**config.mk**
```make
export PLATFORM = sky130hd
export DESIGN_NAME = sprite_sheet_frame_sequencer_flat
export DESIGN_NICKNAME = d
export VERILOG_FILES = /design/src/rtl/ssfs_pkg.sv /design/src/rtl/ssfs_req_if.sv /design/src/rtl/ssfs_rsp_if.sv /design/src/rtl/ssfs_ctrl.sv /design/src/rtl/ssfs_dp.sv /design/src/rtl/sprite_sheet_frame_sequencer.sv /design/src/flat_wrapper.sv
export SDC_FILE = /design/constraint.sdc
export NUM_CORES = 1
export LEC_CHECK = 0
export ABC_AREA = 1
export BUFFER_PORTS_ARGS = -buffer_cell sky130_fd_sc_hd__buf_4
export CAP_MARGIN = 25
export CORE_MARGIN = 2
export CORE_UTILIZATION = 45
export DETAILED_ROUTE_END_ITERATION = 7
export PLACE_DENSITY_LB_ADDON = 0.25
export SETUP_SLACK_MARGIN = 0.15
export SLEW_MARGIN = 10
export SYNTH_ARGS = -nofsm -noshare
export SYNTH_HDL_FRONTEND = slang
export SYNTH_SLANG_ARGS = --single-unit
```
**constraint.sdc**
```tcl
create_clock -name clk_i -period 4.8 [get_ports clk_i]
set_clock_uncertainty 0.1 [all_clocks]
set_input_delay 0.96 -clock clk_i [delete_from_list [all_inputs] [get_ports clk_i]]
set_output_delay 0.96 -clock clk_i [all_outputs]
set_load 0.005 [all_outputs]
```
**src/rtl/ssfs_pkg.sv**
```systemverilog
// Shared widths, codes and control types of the sprite-sheet frame sequencer.
package ssfs_pkg;

  localparam int FRAME_BITS = 12;
  localparam int TIME_BITS  = 24;

  // Fixed field widths
  localparam int FCFG_W     = 12;
  localparam int COL_W      = 8;
  localparam int ROW_W      = 12;
  localparam int PERIOD_W   = 24;
  localparam int DT_W       = 16;
  localparam int OP_W       = 2;
  localparam int CFG_DATA_W = 24;
  localparam int CFG_IDX_W  = 3;

  // Offset and frame arithmetic
  localparam int OFS_W      = FCFG_W + 1;
  localparam int ARITH_W    = ((FRAME_BITS + 1) > (FCFG_W + 2)) ? (FRAME_BITS + 1) : (FCFG_W + 2);
  localparam int FRAME_MAX  = (1 << FRAME_BITS) - 1;

  // Time accumulator
  localparam int SUM_W      = ((TIME_BITS > DT_W) ? TIME_BITS : DT_W) + 1;
  localparam int CMP_W      = (TIME_BITS > PERIOD_W) ? TIME_BITS : PERIOD_W;

  // Divider step counter
  localparam int CNT_W      = $clog2(FRAME_BITS);

  // Operation codes
  localparam logic [OP_W-1:0] OP_TICK = 2'd0;
  localparam logic [OP_W-1:0] OP_PLAY = 2'd1;
  localparam logic [OP_W-1:0] OP_STOP = 2'd2;

  // Register indexes
  localparam logic [CFG_IDX_W-1:0] REG_START  = 3'd0;
  localparam logic [CFG_IDX_W-1:0] REG_END    = 3'd1;
  localparam logic [CFG_IDX_W-1:0] REG_COLS   = 3'd2;
  localparam logic [CFG_IDX_W-1:0] REG_PERIOD = 3'd3;
  localparam logic [CFG_IDX_W-1:0] REG_LOOP   = 3'd4;

  typedef struct packed {
    logic accept;
    logic div_step;
    logic map_load;
    logic out_load;
  } ssfs_cmd_t;

  typedef struct packed {
    logic need_div;
  } ssfs_sts_t;

endpackage

```
**src/rtl/ssfs_req_if.sv**
```systemverilog
// Request channel: operation and elapsed time.
interface ssfs_req_if import ssfs_pkg::*; ();
  logic            valid;
  logic            ready;
  logic [OP_W-1:0] operation;
  logic [DT_W-1:0] delta_time;

  modport source (output valid, output operation, output delta_time, input ready);
  modport sink   (input valid, input operation, input delta_time, output ready);
endinterface

```
**src/rtl/ssfs_rsp_if.sv**
```systemverilog
// Response channel: sheet position and animation status.
interface ssfs_rsp_if import ssfs_pkg::*; ();
  logic             valid;
  logic             ready;
  logic [COL_W-1:0] column;
  logic [ROW_W-1:0] row;
  logic             playing;
  logic             end_of_animation;

  modport source (output valid, output column, output row, output playing,
                  output end_of_animation, input ready);
  modport sink   (input valid, input column, input row, input playing,
                  input end_of_animation, output ready);
endinterface

```
**src/rtl/ssfs_ctrl.sv**
```systemverilog
// Sequencer: request accept, divider step count, response publish.
module ssfs_ctrl import ssfs_pkg::*; (
  input  logic      clk_i,
  input  logic      rst_ni,
  input  logic      req_valid_i,
  output logic      req_ready_o,
  output logic      rsp_valid_o,
  input  logic      rsp_ready_i,
  input  ssfs_sts_t sts_i,
  output ssfs_cmd_t cmd_o
);

  localparam logic [1:0] ST_IDLE = 2'd0;
  localparam logic [1:0] ST_DIV  = 2'd1;
  localparam logic [1:0] ST_MAP  = 2'd2;
  localparam logic [1:0] ST_PUB  = 2'd3;

  logic [1:0]       state_q, state_d;
  logic [CNT_W-1:0] cnt_q, cnt_d;
  logic             rsp_valid_q, rsp_valid_d;
  logic             out_free;

  assign out_free    = !rsp_valid_q || rsp_ready_i;
  assign req_ready_o = (state_q == ST_IDLE);
  assign rsp_valid_o = rsp_valid_q;

  always_comb begin
    state_d     = state_q;
    cnt_d       = cnt_q;
    rsp_valid_d = rsp_valid_q && !rsp_ready_i;
    cmd_o       = '0;
    unique case (state_q)
      ST_IDLE: begin
        if (req_valid_i) begin
          cmd_o.accept = 1'b1;
          cnt_d        = '0;
          state_d      = sts_i.need_div ? ST_DIV : ST_PUB;
        end
      end
      ST_DIV: begin
        cmd_o.div_step = 1'b1;
        cnt_d          = cnt_q + 1'b1;
        if (cnt_q == CNT_W'(FRAME_BITS - 1)) begin
          state_d = ST_MAP;
        end
      end
      ST_MAP: begin
        cmd_o.map_load = 1'b1;
        state_d        = ST_PUB;
      end
      ST_PUB: begin
        if (out_free) begin
          cmd_o.out_load = 1'b1;
          rsp_valid_d    = 1'b1;
          state_d        = ST_IDLE;
        end
      end
      default: begin
        state_d = ST_IDLE;
      end
    endcase
  end

  always_ff @(posedge clk_i or negedge rst_ni) begin
    if (!rst_ni) begin
      state_q     <= ST_IDLE;
      cnt_q       <= '0;
      rsp_valid_q <= 1'b0;
    end else begin
      state_q     <= state_d;
      cnt_q       <= cnt_d;
      rsp_valid_q <= rsp_valid_d;
    end
  end

endmodule

```
**src/rtl/ssfs_dp.sv**
```systemverilog
// Datapath: configuration, animation state, serial divider and response register.
module ssfs_dp import ssfs_pkg::*; (
  input  logic                  clk_i,
  input  logic                  rst_ni,
  input  logic                  cfg_we_i,
  input  logic [CFG_IDX_W-1:0]  cfg_idx_i,
  input  logic [CFG_DATA_W-1:0] cfg_data_i,
  input  logic [OP_W-1:0]       operation_i,
  input  logic [DT_W-1:0]       delta_time_i,
  input  ssfs_cmd_t             cmd_i,
  output ssfs_sts_t             sts_o,
  output logic [COL_W-1:0]      column_o,
  output logic [ROW_W-1:0]      row_o,
  output logic                  playing_o,
  output logic                  end_of_animation_o
);

  // Configuration
  logic [FCFG_W-1:0]   start_q, end_q;
  logic [COL_W-1:0]    cols_q;
  logic [PERIOD_W-1:0] period_q;
  logic                loop_q;

  // Animation state
  logic [TIME_BITS-1:0]    elapsed_q, elapsed_d;
  logic signed [OFS_W-1:0] offset_q, offset_d;
  logic                    running_q, running_d;
  logic                    ended_q, ended_d;
  logic [COL_W-1:0]        col_q, col_d;
  logic [ROW_W-1:0]        row_q, row_d;

  // Divider
  logic [FRAME_BITS-1:0] dvd_q;
  logic [COL_W-1:0]      rem_q;
  logic [COL_W-1:0]      cols_eff;
  logic [COL_W:0]        shifted;
  logic                  ge;

  // Response register
  logic [COL_W-1:0] out_col_q;
  logic [ROW_W-1:0] out_row_q;
  logic             out_play_q, out_end_q;

  logic [SUM_W-1:0]          sum;
  logic [TIME_BITS-1:0]      el_sat;
  logic                      adv;
  logic signed [ARITH_W-1:0] s_x, e_x, ofs_x, ofs_src, f_x, nxt_x, fn_x;
  logic                      fwd, beyond;
  logic [FRAME_BITS-1:0]     f_clamped;

  assign cols_eff = (cols_q == '0) ? COL_W'(1) : cols_q;

  always_comb begin
    sum    = SUM_W'(elapsed_q) + SUM_W'(delta_time_i);
    el_sat = (sum > SUM_W'({TIME_BITS{1'b1}})) ? {TIME_BITS{1'b1}} : sum[TIME_BITS-1:0];
    adv    = CMP_W'(el_sat) >= CMP_W'(period_q);

    s_x     = $signed(ARITH_W'(start_q));
    e_x     = $signed(ARITH_W'(end_q));
    ofs_x   = ARITH_W'(offset_q);
    ofs_src = (operation_i == OP_PLAY) ? '0 : ofs_x;
    f_x     = s_x + ofs_src;
    if (f_x < 0) begin
      f_clamped = '0;
    end else if (f_x > $signed(ARITH_W'(FRAME_MAX))) begin
      f_clamped = '1;
    end else begin
      f_clamped = f_x[FRAME_BITS-1:0];
    end

    fwd    = start_q < end_q;
    nxt_x  = fwd ? (ofs_x + ARITH_W'(1)) : (ofs_x - ARITH_W'(1));
    fn_x   = s_x + nxt_x;
    beyond = fwd ? (fn_x > e_x) : (fn_x < e_x);

    sts_o.need_div = (operation_i == OP_PLAY) ||
                     ((operation_i == OP_TICK) && running_q && adv);
  end

  // State update at accept
  always_comb begin
    elapsed_d = elapsed_q;
    offset_d  = offset_q;
    running_d = running_q;
    ended_d   = ended_q;
    if (cmd_i.accept) begin
      unique case (operation_i)
        OP_TICK: begin
          ended_d = 1'b0;
          if (running_q) begin
            elapsed_d = el_sat;
            if (adv) begin
              elapsed_d = '0;
              if (beyond) begin
                offset_d = '0;
                if (!loop_q) begin
                  running_d = 1'b0;
                  ended_d   = 1'b1;
                end
              end else begin
                offset_d = nxt_x[OFS_W-1:0];
              end
            end
          end
        end
        OP_PLAY: begin
          running_d = 1'b1;
          offset_d  = '0;
        end
        OP_STOP: begin
          running_d = 1'b0;
          elapsed_d = '0;
          offset_d  = '0;
          ended_d   = 1'b1;
        end
        default: begin
        end
      endcase
    end
  end

  // Divider step and position map
  always_comb begin
    shifted = {rem_q, dvd_q[FRAME_BITS-1]};
    ge      = shifted >= {1'b0, cols_eff};
    col_d   = col_q;
    row_d   = row_q;
    if (cmd_i.map_load) begin
      if (rem_q == '0) begin
        col_d = cols_eff;
        row_d = (dvd_q == '0) ? '0 : ROW_W'(dvd_q - 1'b1);
      end else begin
        col_d = rem_q;
        row_d = ROW_W'(dvd_q);
      end
    end
  end

  always_ff @(posedge clk_i or negedge rst_ni) begin
    if (!rst_ni) begin
      start_q   <= FCFG_W'(1);
      end_q     <= FCFG_W'(1);
      cols_q    <= COL_W'(1);
      period_q  <= PERIOD_W'(1);
      loop_q    <= 1'b0;
      elapsed_q <= '0;
      offset_q  <= '0;
      running_q <= 1'b0;
      ended_q   <= 1'b0;
      col_q     <= COL_W'(1);
      row_q     <= '0;
    end else begin
      if (cfg_we_i) begin
        unique case (cfg_idx_i)
          REG_START:  start_q  <= cfg_data_i[FCFG_W-1:0];
          REG_END:    end_q    <= cfg_data_i[FCFG_W-1:0];
          REG_COLS:   cols_q   <= cfg_data_i[COL_W-1:0];
          REG_PERIOD: period_q <= cfg_data_i[PERIOD_W-1:0];
          REG_LOOP:   loop_q   <= cfg_data_i[0];
          default: begin
          end
        endcase
      end
      elapsed_q <= elapsed_d;
      offset_q  <= offset_d;
      running_q <= running_d;
      ended_q   <= ended_d;
      col_q     <= col_d;
      row_q     <= row_d;
    end
  end

  // Restoring divide, one quotient bit per cycle
  always_ff @(posedge clk_i) begin
    if (cmd_i.accept) begin
      dvd_q <= f_clamped;
      rem_q <= '0;
    end else if (cmd_i.div_step) begin
      dvd_q <= {dvd_q[FRAME_BITS-2:0], ge};
      rem_q <= ge ? COL_W'(shifted - {1'b0, cols_eff}) : shifted[COL_W-1:0];
    end
  end

  always_ff @(posedge clk_i) begin
    if (cmd_i.out_load) begin
      out_col_q  <= col_q;
      out_row_q  <= row_q;
      out_play_q <= running_q;
      out_end_q  <= ended_q;
    end
  end

  assign column_o           = out_col_q;
  assign row_o              = out_row_q;
  assign playing_o          = out_play_q;
  assign end_of_animation_o = out_end_q;

endmodule

```
**src/rtl/sprite_sheet_frame_sequencer.sv**
```systemverilog
// A request without a frame change (stop, idle tick, unused code) is published
// directly; a frame change first runs the bit-serial divide of the frame number
// by the column count, then the position map. One request in flight; the next
// is taken once its response sits in the output register. Reset clears
// configuration to defaults and the control and animation state.
module sprite_sheet_frame_sequencer import ssfs_pkg::*; (
  input  logic                  clk_i,
  input  logic                  rst_ni,
  input  logic                  cfg_we_i,
  input  logic [CFG_IDX_W-1:0]  cfg_idx_i,
  input  logic [CFG_DATA_W-1:0] cfg_data_i,
  ssfs_req_if.sink              req,
  ssfs_rsp_if.source            rsp
);

  ssfs_cmd_t cmd;
  ssfs_sts_t sts;

  ssfs_ctrl u_ctrl (
    .clk_i       (clk_i),
    .rst_ni      (rst_ni),
    .req_valid_i (req.valid),
    .req_ready_o (req.ready),
    .rsp_valid_o (rsp.valid),
    .rsp_ready_i (rsp.ready),
    .sts_i       (sts),
    .cmd_o       (cmd)
  );

  ssfs_dp u_dp (
    .clk_i              (clk_i),
    .rst_ni             (rst_ni),
    .cfg_we_i           (cfg_we_i),
    .cfg_idx_i          (cfg_idx_i),
    .cfg_data_i         (cfg_data_i),
    .operation_i        (req.operation),
    .delta_time_i       (req.delta_time),
    .cmd_i              (cmd),
    .sts_o              (sts),
    .column_o           (rsp.column),
    .row_o              (rsp.row),
    .playing_o          (rsp.playing),
    .end_of_animation_o (rsp.end_of_animation)
  );

endmodule

```
**src/flat_wrapper.sv**
```systemverilog
// flat-port wrapper written by rule: the top's interface ports become plain ports
module sprite_sheet_frame_sequencer_flat import ssfs_pkg::*;
  (clk_i, rst_ni, cfg_we_i, cfg_idx_i, cfg_data_i, req_valid, req_operation, req_delta_time, req_ready, rsp_valid, rsp_column, rsp_row, rsp_playing, rsp_end_of_animation, rsp_ready);
  ssfs_req_if req_i ();
  ssfs_rsp_if rsp_i ();
  input  logic clk_i;
  input  logic rst_ni;
  input  logic cfg_we_i;
  input  logic [CFG_IDX_W-1:0] cfg_idx_i;
  input  logic [CFG_DATA_W-1:0] cfg_data_i;
  input wire logic [$bits(req_i.valid)-1:0] req_valid;
  input wire logic [$bits(req_i.operation)-1:0] req_operation;
  input wire logic [$bits(req_i.delta_time)-1:0] req_delta_time;
  output wire logic [$bits(req_i.ready)-1:0] req_ready;
  output wire logic [$bits(rsp_i.valid)-1:0] rsp_valid;
  output wire logic [$bits(rsp_i.column)-1:0] rsp_column;
  output wire logic [$bits(rsp_i.row)-1:0] rsp_row;
  output wire logic [$bits(rsp_i.playing)-1:0] rsp_playing;
  output wire logic [$bits(rsp_i.end_of_animation)-1:0] rsp_end_of_animation;
  input wire logic [$bits(rsp_i.ready)-1:0] rsp_ready;
  assign req_i.valid = req_valid;
  assign req_i.operation = req_operation;
  assign req_i.delta_time = req_delta_time;
  assign req_ready = req_i.ready;
  assign rsp_valid = rsp_i.valid;
  assign rsp_column = rsp_i.column;
  assign rsp_row = rsp_i.row;
  assign rsp_playing = rsp_i.playing;
  assign rsp_end_of_animation = rsp_i.end_of_animation;
  assign rsp_i.ready = rsp_ready;
  sprite_sheet_frame_sequencer u_core (.clk_i(clk_i), .rst_ni(rst_ni), .cfg_we_i(cfg_we_i), .cfg_idx_i(cfg_idx_i), .cfg_data_i(cfg_data_i), .req(req_i), .rsp(rsp_i));
endmodule
```
# --- Yosys cells after proc, flatten, opt, wreduce, memory -nomap -nowiden ---
# Index checks and enable logic that the tools add are counted.
op_classes:
  div: 0
  eq_ne: 15
  bitwise: 0
  shift: 0
  order_cmp: 8
  n_reduce_logical: 30
  n_addsub: 8
  multipliers: 0
  mux: 45
ops:
  columns: ["cell", "n"]
  rows:
  - ["two-way mux 12 bit", 6]
  - ["two-way mux 24 bit", 3]
  - ["case mux 24 bit (2 select lines)", 1]
  - ["two-way mux 13 bit", 3]
  - ["adder 13 x 14 -> 14 bit", 2]
  - ["two-way mux 14 bit", 2]
  - ["case mux 13 bit (2 select lines)", 1]
  - ["adder 24 x 16 -> 25 bit", 1]
  - ["greater-than comparator 25 x 24 -> 1 bit (second input constant)", 1]
  - ["greater-or-equal comparator 24 bit", 1]
  - ["two-way mux 8 bit", 3]
  - ["two-way mux 1 bit", 17]
  - ["zero test 8 bit", 2]
  - ["AND reduction 2 bit", 8]
  - ["adder 13 x 2 -> 14 bit (second input constant)", 1]
  - ["greater-than comparator 14 x 13 -> 1 bit", 1]
  - ["greater-than comparator 14 x 13 -> 1 bit (second input constant)", 1]
  - ["less-than comparator 14 x 1 -> 1 bit (second input constant)", 1]
  - ["less-than comparator 14 x 13 -> 1 bit", 1]
  - ["subtractor 13 x 2 -> 14 bit (second input constant)", 1]
  - ["zero test 12 bit", 1]
  - ["less-than comparator 12 bit", 1]
  - ["subtractor 12 x 1 -> 12 bit (second input constant)", 1]
  - ["inequality test 2 bit (second input constant)", 5]
  - ["25 further kinds", 41]
word_totals:
  rom_bits: 0
  ramBits: 0
  mem_count: 0
  regBits: 165
  input_bits: 50
  latchBits: 0
  out_inout_bits: 24
  wordCells: 126

# --- Depth between registers and ports, before layout ---
depth:
  word_depth: 9
  mapped_depth: 38
  mapped_depth_nobuf: 38

# --- Cells and area by module ---
# Synthesis repeated with hierarchy kept, for this count alone.
unflattened:
  cells_unflattened: 1356
  area_unflattened_um2: 11108.2
modules_own_cells:
  columns: ["mod", "seq_area_each_um2", "area_each_um2", "instances", "cells_each"]
  rows:
  - ["ssfs_dp", 4090.2, 10674.0, 1, 1299]
  - ["ssfs_ctrl", 175.2, 434.2, 1, 57]

# --- Worst setup path after synthesis ---
# Ideal clock, no wire load.
synth_path:
  path_kind: "flip-flop to flip-flop"
  from: "register u_core.u_dp.start_q[1]"
  to: "register u_core.u_dp.offset_q[0]"
  setup_time_ns: 0.074
  path_slack_ns: -0.276
  arrival_ns: 4.902
  required_time_ns: 4.626
  stages_incl_launch_ff: 34
  path_buffers: 0
  period_less_slack_ns: 5.076
  path_cell_list: "dfrtp_1 > ha_1 > o21ai_0 > nand2_1 > nand3_1 > nand2_1 > a21oi_1 > o21ai_0 > nand3_1 > and3_2 > inv_1 > ha_1 > a21oi_1 > nand2_1 > a31o_2 > xnor2_1 > inv_1 > ha_1 > nand2_2 > nor2_2 > nand3_1 > nand3_2 > nand2_2 > o21ai_0 > xor2_1 > ha_1 > nand2_1 > nor2_1 > nand3_1 > o21ai_1 > nand3_2 > nand2_4 > nand3_4 > o21ai_2"
synth_between:
  elab_chain_cells: 9
  word_cells_on_any_way: 10
  classes_between: "1 x add/sub; 3 x order compare; 6 x mux"
synth_rtl:
  columns: ["item", "line", "text"]
  rows:
  - ["start: declaration", "ssfs_dp.sv:19", "logic [FCFG_W-1:0] start_q, end_q;"]
  - ["start signal: assignment", "ssfs_dp.sv:155", "REG_START: start_q <= cfg_data_i[FCFG_W-1:0];"]
  - ["less-than comparator 12 bit", "ssfs_dp.sv:71", "fwd = start_q < end_q;"]
  - ["two-way mux 14 bit", "ssfs_dp.sv:72", "nxt_x = fwd ? (ofs_x + ARITH_W'(1)) : (ofs_x - ARITH_W'(1));"]
  - ["adder 13 x 14 -> 14 bit", "ssfs_dp.sv:73", "fn_x = s_x + nxt_x;"]
  - ["less-than comparator 14 x 13 -> 1 bit / greater-than comparator 14 x 13 -> 1 bit (equally long branches)", "ssfs_dp.sv:74", "beyond = fwd ? (fn_x > e_x) : (fn_x < e_x);"]
  - ["two-way mux 1 bit", "ssfs_dp.sv:74", null]
  - ["two-way mux 13 bit *", "ssfs_dp.sv:94", "if (beyond) begin"]
  - ["two-way mux 13 bit *", "ssfs_dp.sv:92", "if (adv) begin"]
  - ["two-way mux 13 bit *", "ssfs_dp.sv:90", "if (running_q) begin"]
  - ["case mux 13 bit (2 select lines) *", "ssfs_dp.sv:87", "unique case (operation_i)"]
  - ["end signal: assignment", "ssfs_dp.sv:165", "offset_q <= offset_d;"]
  - ["end: declaration", "ssfs_dp.sv:26", "logic signed [OFS_W-1:0] offset_q, offset_d;"]
# Every way passes the cells marked *; elsewhere a longest branch is shown, timed or not. The select of a mux whose other input is x is not followed.
# A chain may end at the register's enable or synchronous reset.

# --- Final worst setup path ---
layout_path:
  from: "register u_core.u_dp.end_q[1]"
  to: "register u_core.u_dp.offset_q[8]"
layout_between:
  elab_chain_cells: 9
  word_cells_on_any_way: 10
  classes_between: "1 x add/sub; 3 x order compare; 6 x mux"
layout_rtl:
  columns: ["item", "line", "text"]
  rows:
  - ["start: declaration", "ssfs_dp.sv:19", null]
  - ["start signal: assignment", "ssfs_dp.sv:156", "REG_END: end_q <= cfg_data_i[FCFG_W-1:0];"]
  - ["less-than comparator 12 bit", "ssfs_dp.sv:71", null]
  - ["two-way mux 14 bit", "ssfs_dp.sv:72", null]
  - ["adder 13 x 14 -> 14 bit", "ssfs_dp.sv:73", null]
  - ["less-than comparator 14 x 13 -> 1 bit / greater-than comparator 14 x 13 -> 1 bit (equally long branches)", "ssfs_dp.sv:74", null]
  - ["two-way mux 1 bit", "ssfs_dp.sv:74", null]
  - ["two-way mux 13 bit *", "ssfs_dp.sv:94", null]
  - ["two-way mux 13 bit *", "ssfs_dp.sv:92", null]
  - ["two-way mux 13 bit *", "ssfs_dp.sv:90", null]
  - ["case mux 13 bit (2 select lines) *", "ssfs_dp.sv:87", null]
# Marked as above.

==> flow_metrics.tcl <==
set metrics [dict create \
    outcome "finished with violations" \
    violations "negative setup slack" \
    top_layer "met4" \
    slew_headroom_pct 43.54 \
    grt.overflow.total 0 \
    synth_fa_ha_area_share_pct 14.48 \
    wl_per_cell_um 15.60 \
    die_h_um 160.2 \
    r2r_cells 39 \
    drive_gt1_share_pct 29.99 \
    crit_path_max_incr_delay_ns 0.39 \
    period_needed_ns 5.348 \
    cts_root_buffer "clkbuf_16" \
    cts_sinks 165 \
    hold_start "u_core.u_dp.row_q[3]" \
    worstPathMaxFanout 7 \
    pwr_density_cell_nw_per_um2 819.7 \
    critPathArrivalTime_ns 5.58 \
    crit_path_top_delay_cell "dfrtp_1" \
    hold_buffers 0 \
    io_buffers 73 \
    slew_violations 0 \
    hold_viol 0 \
    initial_core_util_pct 45.52 \
    synthCells 1338 \
    worst_slack_ns -0.5483 \
    cap_violations 0 \
    fin_crit_sh_pct 111.4 \
    postRouteAntennaNets 0 \
    critPathKind "reg -> reg" \
    syn_area_per_cell_um2 8.201 \
    first_pass_iters 5 \
    power_uw 12220 \
    tightest_slew_ns 0.8443 \
    cp-start-kind "register" \
    placed_cell_area_um2 13050 \
    ys_seq_area_share_pct 38.87 \
    fmax_mhz 187.0 \
    reg2reg_to "u_core.u_dp.offset_q[8]" \
    hold_path_class "reg -> reg" \
    vias 10120 \
    p_leak_uw 0.007257 \
    syn-cell-area_um2 10970 \
    drt_iter0_drc 602 \
    grt_antenna_before_repair 0 \
    yosys.area_share.simple_pct 18.85 \
    syn_to_final_growth_pct 35.88 \
    synth_compound_area_share_pct 15.45 \
    grt_pass1_wl_um 46860 \
    wl_met3_um 1157 \
    yosysTopAreaCell "dfrtp_1" \
    whs_path_depth 0 \
    synth_mux_area_share_pct 0 \
    cts_buffers 17 \
    ios 74 \
    hpwlAfterDp_um 21260 \
    whs_ns 0.3463 \
    synth-async-reset-ratio_pct 74.55 \
    drt-met1-wl_um 13170 \
    synth_top_area_share_pct 26.91 \
    routabilityCongestion 0.8612 \
    design_area_um2 14910 \
    clock_latency_ns 0.44 \
    synth_edf_count 34 \
    rsz0062_at_grt "true" \
    ys_warn_count 0 \
    drc_errors 0 \
    synth-seq-cells 165 \
    htreeDepth 4 \
    fillers 1988 \
    die-area_um2 25650 \
    synthDistinctLibCells 55 \
    grt_max_degree 71 \
    min_to "u_core.u_dp.row_o[3]" \
    grt_pass1_vias 9724 \
    r2r_slack_ns -0.55 \
    r2r_start "u_core.u_dp.end_q[1]" \
    synthFlopType "dfrtp_1" \
    setup_violations 15 \
    cp.required_ns 5.03 \
    rows 57 \
    cts_tree "done" \
    synth_xor_area_share_pct 4.390 \
    end_kind "register" \
    nets 1765 \
    grtUsageTotal_pct 22.38 \
    clk_pin_slew_ns 0.08 \
    die_w_um 160.2 \
    via_per_inst 5.248 \
    core_area_um2 24110 \
    cp_common_cell "nand2_4" \
    wl_met2_um 15030 \
    clockBufferDepth 2 \
    worst_ir_drop_vdd_v 0.0004597 \
    synth_top_family_by_area "simple AND/OR/NAND/NOR gates" \
    syn-num-nets 1512 \
    synthTopCellsByArea "dfrtp_1 (27%), ha_1 (14%), edfxtp_1 (9.3%)" \
    setup_tns_ns -7.364 \
    wirelength_um 30070 \
    n_antenna_cell 0 \
]
cell usage after synthesis, types with 3 or more instances:
master,n
nor2_2,4
edfxtp_1,34
nor3_1,14
nand3_2,5
inv_2,4
dfrtp_1,118
fa_1,5
nand4_1,25
buf_2,5
dfxtp_1,8
clkbuf_1,20
nand3b_1,3
nand2_2,15
inv_1,200
o21a_1,4
a21oi_1,94
or2_2,5
ha_1,119
a22o_1,15
nand3_1,42
o211ai_1,7
dfstp_2,5
o22ai_1,17
o21ai_0,102
o21ai_1,15
xnor2_1,16
xor2_1,39
nand2_1,253
a31oi_1,12
o21ai_2,8
nor2_1,89
o21bai_1,4
nor4_1,4
flip-flops by register name, indices dropped and copies added (netlist names), 8 cells and up:
name	cells
u_core.u_dp.row_q	12
u_core.u_dp.offset_q	13
u_core.u_dp.end_q	12
u_core.u_dp.cols_q	8
u_core.u_dp.row_o	12
u_core.u_dp.column_o	8
u_core.u_dp.elapsed_q	24
u_core.u_dp.rem_q	8
u_core.u_dp.col_q	8
u_core.u_dp.period_q	24
u_core.u_dp.start_q	12
u_core.u_dp.dvd_q	12
worst max-delay path, delay by kind of cell (launching register included):
| kind | cells | cell delay, ns |
|---|---|---|
| buffers and inverters | 5 | 0.62 |
| adder cells (fa/ha/maj) | 4 | 1.07 |
| XOR/XNOR | 2 | 0.38 |
| AND/OR/NAND/NOR | 21 | 2.01 |
| flip-flops | 1 | 0.39 |
| AO/OA/AOI/OAI | 7 | 0.69 |
what timing repair did:
action	4_1_cts	5_1_grt
pin swaps	23	68
endpoints found under the setup margin	28	40
buffers inserted	15	18
cloned	1	3
resized for setup	44	117
report_power, final:
part / total (µW) / internal, µW / switching (µW)
logic: 8410 / 3960 / 4450
registers: 2390 / 2030 / 362
clock network: 1420 / 716 / 704
total: 12200 / 6710 / 5510
layer usage:
layer,vias up,track usage [%]
met5,-,0
met1,4806,28.97
li1,5003,-
met4,0,7.371
met3,55,3.195
met2,254,38.65
cells in the final DEF (no fill, tap or decap), types with 20 or more instances in the layout:
master,n
buf_4,239
nand2_1,233
inv_1,189
dfrtp_1,118
ha_1,90
o21ai_0,89
nor2_1,86
a21oi_1,70
edfxtp_1,34
xor2_1,33
nand3_1,29
ha_4,27
nand2_2,26
nand4_1,25
o21ai_1,20
cells by family (layout without fill, tap and decap cells):
kind of cell / after synthesis / in the layout
DFF: 165 / 165
buffers and inverters: 231 / 497
adders and majority gates: 124 / 124
AOI/OAI and AO/OA: 294 / 294
and+or+nand+nor: 469 / 469
xor gates and xnor gates: 55 / 55
area by class of cell:
type	instances	area (µm²)	area share [%]
multi-input cells	942	6738	45.19
flip-flops and latches	165	4265	28.61
repair buffers	259	2097	14.06
inverters	206	782.0	5.245
clock buffers	17	425.4	2.853
well taps	324	405.4	2.719
clock inverters	15	197.7	1.326
metrics by stage:
step                std cells  utilization [%]  setup slack [ns]
global placement         1856            54.06           -0.4742
finish                   1928            61.86           -0.5483
global route             1928            61.86           -0.8367
floorplan                1338                -           -0.1297
CTS                      1905            58.33           -0.2762
detailed placement       1857            54.13           -0.5597
worst max path at each step:
stage	startpoint	slack (ns)	end
4_1_cts	u_core.u_dp.end_q[1]	-0.28	u_core.u_dp.offset_q[1]
3_5_place_dp	u_core.u_dp.end_q[1]	-0.56	u_core.u_dp.offset_q[6]
6_report	u_core.u_dp.end_q[1]	-0.55	u_core.u_dp.offset_q[8]
3_3_place_gp	u_core.u_dp.end_q[1]	-0.47	u_core.u_dp.offset_q[10]
2_1_floorplan	u_core.u_dp.start_q[1]	-0.13	u_core.u_dp.offset_q[10]
5_1_grt	u_core.u_dp.end_q[1]	-0.84	u_core.u_dp.running_q
(Power assumes the default switching activity.)
